**src/rtl/sky_gradient_pixel_generator_defines.svh**
```systemverilog
// Assertion macros used by the sky gradient RTL.
`ifndef SKY_GRADIENT_PIXEL_GENERATOR_DEFINES_SVH
`define SKY_GRADIENT_PIXEL_GENERATOR_DEFINES_SVH

// Same-cycle implication, checked on every clock outside reset.
`define SGPG_ASSERT_NOW(label, ante, cons, msg) \
   label: assert property (@(posedge clock) disable iff (reset) (ante) |-> (cons)) \
      else $error(msg);

// Next-cycle implication, checked on every clock outside reset.
`define SGPG_ASSERT_NEXT(label, ante, cons, msg) \
   label: assert property (@(posedge clock) disable iff (reset) (ante) |=> (cons)) \
      else $error(msg);

`endif

```
**src/rtl/sgpg_pkg.sv**
```systemverilog
// Package with constants, types and helper functions of the sky gradient generator.
`timescale 1ns / 1ps
package sgpg_pkg;

   localparam int MAX_DIM    = 4096;
   localparam int FRAC_BITS  = 16;
   localparam int COORD_W    = $clog2(MAX_DIM);
   localparam int DIM_W      = COORD_W + 1;
   localparam int OFFSET_W   = 26;
   localparam int V_W        = FRAC_BITS + 1;
   localparam int CH_W       = 8;
   localparam int SAT_W      = CH_W + 1;
   localparam int DIM_RESET  = 256;

   // gradient divider: one quotient bit per step
   localparam int DIV_STEPS  = V_W;
   localparam int DIV_SPS    = 3;
   localparam int DIV_STAGES = (DIV_STEPS + DIV_SPS - 1) / DIV_SPS;

   localparam int CSR_ADDR_W = 4;
   localparam int CSR_DATA_W = 32;
   localparam int REG_IDX_W  = 2;

   localparam logic [REG_IDX_W-1:0] REG_BACKGROUND = 2'd0;
   localparam logic [REG_IDX_W-1:0] REG_SKY        = 2'd1;
   localparam logic [REG_IDX_W-1:0] REG_WIDTH      = 2'd2;
   localparam logic [REG_IDX_W-1:0] REG_HEIGHT     = 2'd3;

   typedef struct packed {
      logic [OFFSET_W-1:0] offset;
      logic                in_frame;
      logic                last;
   } side_type;

   typedef struct packed {
      logic [CH_W-1:0] base_r;
      logic [CH_W-1:0] base_g;
      logic [CH_W-1:0] base_b;
      logic [CH_W-1:0] bg_r;
      logic [CH_W-1:0] bg_g;
      logic [CH_W-1:0] bg_b;
      logic [CH_W-1:0] sky_a;
   } shade_cfg_type;

   // one restoring division step: returns {quotient bit, new remainder}
   function automatic logic [COORD_W:0] div_step(input logic [COORD_W-1:0] rem,
                                                 input logic               nb,
                                                 input logic [COORD_W-1:0] dvs);
      logic [COORD_W:0] trial;
      logic [COORD_W:0] diff;
      trial = {rem, nb};
      diff  = trial - {1'b0, dvs};
      if (trial >= {1'b0, dvs}) begin
         return {1'b1, diff[COORD_W-1:0]};
      end else begin
         return {1'b0, trial[COORD_W-1:0]};
      end
   endfunction

   function automatic logic [CH_W-1:0] sat8(input logic [SAT_W-1:0] val);
      return val[SAT_W-1] ? {CH_W{1'b1}} : val[CH_W-1:0];
   endfunction

endpackage

```
**src/rtl/sgpg_div.sv**
```systemverilog
// Pipelined restoring divider giving the gradient position v = (row << 16) / (H - 1).
`timescale 1ns / 1ps
module sgpg_div import sgpg_pkg::*; (
   input  logic               clock,
   input  logic               reset,
   input  logic               in_valid,
   output logic               in_ready,
   input  logic [COORD_W-1:0] in_row,
   input  side_type           in_side,
   input  logic [COORD_W-1:0] dvs,
   output logic               out_valid,
   input  logic               out_ready,
   output logic [V_W-1:0]     out_v,
   output side_type           out_side
);

   logic               vld_ff  [DIV_STAGES];
   logic [COORD_W-1:0] rem_ff  [DIV_STAGES];
   logic [V_W-1:0]     quo_ff  [DIV_STAGES];
   side_type           side_ff [DIV_STAGES];
   logic               adv     [DIV_STAGES+1];

   assign adv[DIV_STAGES] = out_ready;

   for (genvar k = 0; k < DIV_STAGES; k++) begin : g_stage
      logic               vld_in;
      logic [COORD_W-1:0] src_rem;
      logic [V_W-1:0]     src_quo;
      logic               src_bit;
      side_type           src_side;
      logic [COORD_W-1:0] rem_in;
      logic [V_W-1:0]     quo_in;
      logic [COORD_W:0]   step_q;

      // start from row >> 1 so the row's low bit is the first one shifted in
      if (k == 0) begin : g_first
         assign vld_in   = in_valid;
         assign src_rem  = {1'b0, in_row[COORD_W-1:1]};
         assign src_quo  = '0;
         assign src_bit  = in_row[0];
         assign src_side = in_side;
      end else begin : g_next
         assign vld_in   = vld_ff[k-1];
         assign src_rem  = rem_ff[k-1];
         assign src_quo  = quo_ff[k-1];
         assign src_bit  = 1'b0;
         assign src_side = side_ff[k-1];
      end

      assign adv[k] = !vld_ff[k] || adv[k+1];

      always_comb begin
         rem_in = src_rem;
         quo_in = src_quo;
         step_q = '0;
         for (int j = 0; j < DIV_SPS; j++) begin
            if (k * DIV_SPS + j < DIV_STEPS) begin
               step_q = div_step(rem_in, (j == 0) ? src_bit : 1'b0, dvs);
               rem_in = step_q[COORD_W-1:0];
               quo_in = {quo_in[V_W-2:0], step_q[COORD_W]};
            end
         end
      end

      always_ff @(posedge clock) begin
         if (reset) begin
            vld_ff[k] <= 1'b0;
         end else if (adv[k]) begin
            vld_ff[k] <= vld_in;
         end
      end

      always_ff @(posedge clock) begin
         if (adv[k]) begin
            rem_ff[k]  <= rem_in;
            quo_ff[k]  <= quo_in;
            side_ff[k] <= src_side;
         end
      end
   end

   assign in_ready  = adv[0];
   assign out_valid = vld_ff[DIV_STAGES-1];
   assign out_v     = quo_ff[DIV_STAGES-1];
   assign out_side  = side_ff[DIV_STAGES-1];

endmodule

```
**config.mk**
```make
export PLATFORM = sky130hd
export DESIGN_NAME = sgpg_div
export DESIGN_NICKNAME = d
export VERILOG_FILES = /design/src/rtl/sky_gradient_pixel_generator_defines.svh /design/src/rtl/sgpg_pkg.sv /design/src/rtl/sgpg_div.sv
export SDC_FILE = /design/constraint.sdc
export NUM_CORES = 1
export LEC_CHECK = 0
export BUFFER_PORTS_ARGS = -buffer_cell sky130_fd_sc_hd__buf_2
export CORE_ASPECT_RATIO = 1.1
export CORE_MARGIN = 2
export CORE_UTILIZATION = 60
export DETAILED_ROUTE_END_ITERATION = 7
export PLACE_DENSITY = 0.78
export SYNTH_ARGS = -nofsm -noshare
export SYNTH_HDL_FRONTEND = slang
export SYNTH_SLANG_ARGS = --single-unit
export TNS_END_PERCENT = 100
```
**constraint.sdc**
```tcl
create_clock -name clock -period 10.13 [get_ports clock]
set_input_delay 1.5195 -clock clock [delete_from_list [all_inputs] [get_ports clock]]
set_output_delay 1.5195 -clock clock [all_outputs]
set_load 0.005 [all_outputs]
```
==> flow_summary_export.csv <==
group,metric,value,unit
setup_path,critical_path_class,"input pin to register",
setup_path,crit_start,"dvs[1]",
sta,drv_slew,0,
sta,min_period,8.80,ns
logic_synthesis,synthTopCellsByArea,"edfxtp_1 (45%), ha_1 (12%), mux2_2 (3.8%)",
route,drt_wl_total,48400,um
floorplan,die_h,194,um
sta,setup_viol,0,
logic_synthesis,synth_area,19800,um2
global_route,grt-ovfl-total,0,
setup_path,endpoint,"rem_ff[2][10]",
sta,tns,0,ns
logic_synthesis,synth-compound-area-share,17.3,%
clock_network,clk_path_buf_depth,3,
sta,fin_skew,0.0233,ns
clock_network,htree_levels,1,
hold_path,hold_start,"side_ff[4][26]",
final_layout,drive_above_1_share,15.3,%
clock_network,cts.sinks,296,
clock_network,clk_pin_slew,0.07,ns
global_route,grt_antenna_before_repair,1,
setup_path,reg2reg_to,"rem_ff[1][4]",
clock_network,cts-resized-gates,0,
floorplan,core,32400,um2
sta,period_share,86.9,%
placement,gp_congestion,0.904,
floorplan,ios,103,
floorplan,die-width,177,um
flow_run,maxCapViolations,0,
logic_synthesis,synth-edff-count,296,
setup_path,r2r_slack,2.40,ns
logic_synthesis,synth_simple_gate_area_share,10.8,%
route,dr.pass1.iters,6,
setup_path,worstPathMaxFanout,13,
sta,worst_pin_slew,1.05,ns
placement,place_hpwl,34200,um
setup_path,endpoint_kind,"register",
sta,hold_viol,0,
clock_network,postCtsSetupRepairBufs,0,
route,antenna_left,0,
setup_path,timing.rr.start,"rem_ff[0][9]",
route,wl_per_cell,20.6,um
global_route,grt_max_degree,56,
logic_synthesis,synth_fa_ha_area_share,13.0,%
final_layout,syn_to_final_growth,10.4,%
final_layout,fill_cells,2391,
clock_network,postCtsHoldBufs,0,
status,status,"finished, final reports clean",
floorplan,initial_core_util,61.1,%
logic_synthesis,avgSynthCellArea,11.2,um2
route,num_vias,14800,
route,drtIter0Drc,1175,
floorplan,core.rowCount,69,
clock_network,clkLatencyLatePin,0.58,ns
logic_synthesis,ys_types,76,
logic_synthesis,ys_ff_latch,296,
route,drc,0,
global_route,grt_pass1_wl,76300,um
setup_path,slowest_delay,0.40,ns
logic_synthesis,synth_ff_type,"edfxtp_1",
clock_network,cts_tree,"yes",
logic_synthesis,synth_top_family_by_area,"compound AO/OA/AOI/OAI gates",
logic_synthesis,synth_top_area_share,45.0,%
global_route,grt_pass1_vias,14500,
setup_path,r2r_cells,28,
logic_synthesis,synth-seq-area-share,45.0,%
logic_synthesis,synth_xor_area_share,5.67,%
global_route,grt_usage,28.1,%
route,via_per_inst,6.30,
setup_path,critical_path_arrival,9.13,ns
clock_network,numCtsBuffers,29,
setup_path,startpoint_type,"input pin",
sta,max_freq,114,MHz
setup_path,cpMaxStageDelayCell,"mux2_1",
logic_synthesis,syn-num-nets,2028,
logic_synthesis,syn_inst,1771,
logic_synthesis,async_flop_share,0,%
floorplan,dieArea,34400,um2
logic_synthesis,yosysWarnings,0,
logic_synthesis,synthMuxAreaShare,5.91,%
logic_synthesis,synth_top_cell_by_area,"edfxtp_1",
final_layout,nNetsFinal,2156,
placement,port_buffers,102,
sta,rsz0062_at_grt,"false",
sta,relSlewSlack,29.7,%
hold_path,min_path_type,"register to register",
setup_path,critPathRequiredTime,10.46,ns
clock_network,cts-root-buf,"clkbuf_16",
-- worst min path at each step --
stage | endpoint | slack [ns] | cells past startpoint
CTS | side_ff[3][20] | 0.40 | 0
floorplan | quo_ff[1][3] | 0.40 | 0
global route | side_ff[5][26] | 0.41 | 0
global placement | side_ff[3][3] | 0.40 | 0
finish | side_ff[5][26] | 0.40 | 0
detailed placement | quo_ff[3][11] | 0.40 | 0
-- cells in the final DEF, fill, tap and decap left out, types with 25 or more instances in the layout --
cell / netlist / final
a21o_1: 73 / 73
a21oi_1: 133 / 133
buf_2: 11 / 102
buf_4: 4 / 31
clkbuf_16: 0 / 29
edfxtp_1: 296 / 296
ha_1: 194 / 194
inv_1: 74 / 71
mux2_2: 67 / 67
mux2i_1: 25 / 25
nand2_1: 106 / 103
nand2b_1: 27 / 27
nand4_1: 25 / 25
nor2_1: 99 / 98
nor2b_1: 30 / 30
nor3_1: 31 / 31
o21a_1: 26 / 26
o21ai_0: 88 / 88
xnor2_1: 77 / 77
xor2_1: 51 / 51
-- Yosys cell counts (all sizes together), types with 5 or more instances --
cell       n
or3        7
a41o       6
edfxtp   296
nand3b     6
ha       194
xnor2     77
o211a      5
nor2      99
nand3     21
xor2      51
fa         7
a211o      9
a41oi      6
a211oi    13
mux2      79
a21boi     6
inv       80
and3      12
nand2    107
o21ai     93
a221o     11
o21a      26
nand2b    27
o221ai    14
a2111oi    6
nand4     25
or2       19
o211ai    12
o31a      14
o2111ai    8
clkbuf    17
and4      13
o31ai     12
mux2i     26
nor3      31
o21bai    19
and2      10
nor2b     30
a21oi    134
a31oi     13
buf       19
a21o      73
-- flip-flops by register name (all words and copies together), names as in the netlist --
signal	count
quo_ff	62
side_ff	168
rem_ff	60
vld_ff	6
-- metrics by stage --
step	std cells	hold WS (ns)	util (%)	cell area [um2]	setup WS (ns)
5_1_grt	2349	0.411	67.4	21800	0.734
4_1_cts	2348	0.402	67.4	21800	1.51
3_5_place_dp	2294	0.405	64.5	20900	0.953
3_3_place_gp	2294	0.400	64.5	20900	1.08
6_report	2350	0.402	67.4	21800	1.33
2_1_floorplan	1771	0.400	-	19800	1.18
-- critical path, delay by kind of cell --
kind | cells | cell delay (ns)
buffers and inverters | 5 | 1.18
AO/OA/AOI/OAI | 14 | 3.03
multiplexers | 4 | 1.26
adder cells (fa/ha/maj) | 3 | 1.08
AND/OR/NAND/NOR | 6 | 1.04
-- area by class of cell --
| class | instances | area [um2] | area share, % |
|---|---|---|---|
| tap | 426 | 533 | 2.44 |
| multi-input combinational | 1359 | 10400 | 47.7 |
| clock buffer | 32 | 737 | 3.38 |
| clock inverter | 22 | 208 | 0.952 |
| inverter | 80 | 300 | 1.38 |
| antenna | 2 | 5.00 | 0.0229 |
| timing repair buffer | 133 | 743 | 3.40 |
| sequential | 296 | 8890 | 40.7 |
-- metal layers --
layer | global-route usage, % | vias to the layer above | share of wire, %
li1 | - | 7042 | -
met1 | 35.5 | 7053 | 41
met2 | 47.9 | 546 | 48
met3 | 4.09 | 174 | 6.2
met4 | 11.9 | 0 | 4.7
met5 | 0 | - | 0
-- kinds of logic after synthesis --
kind of cell,after synthesis
flip-flops,296
AO/OA/AOI/OAI,504
buffers and inverters,116
AND/OR/NAND/NOR,421
XOR/XNOR,128
multiplexers,105
adder cells (fa/ha/maj),201
Power is not shown: default switching activity piles up to over one toggle a cycle in this logic, so the estimate is an artifact.
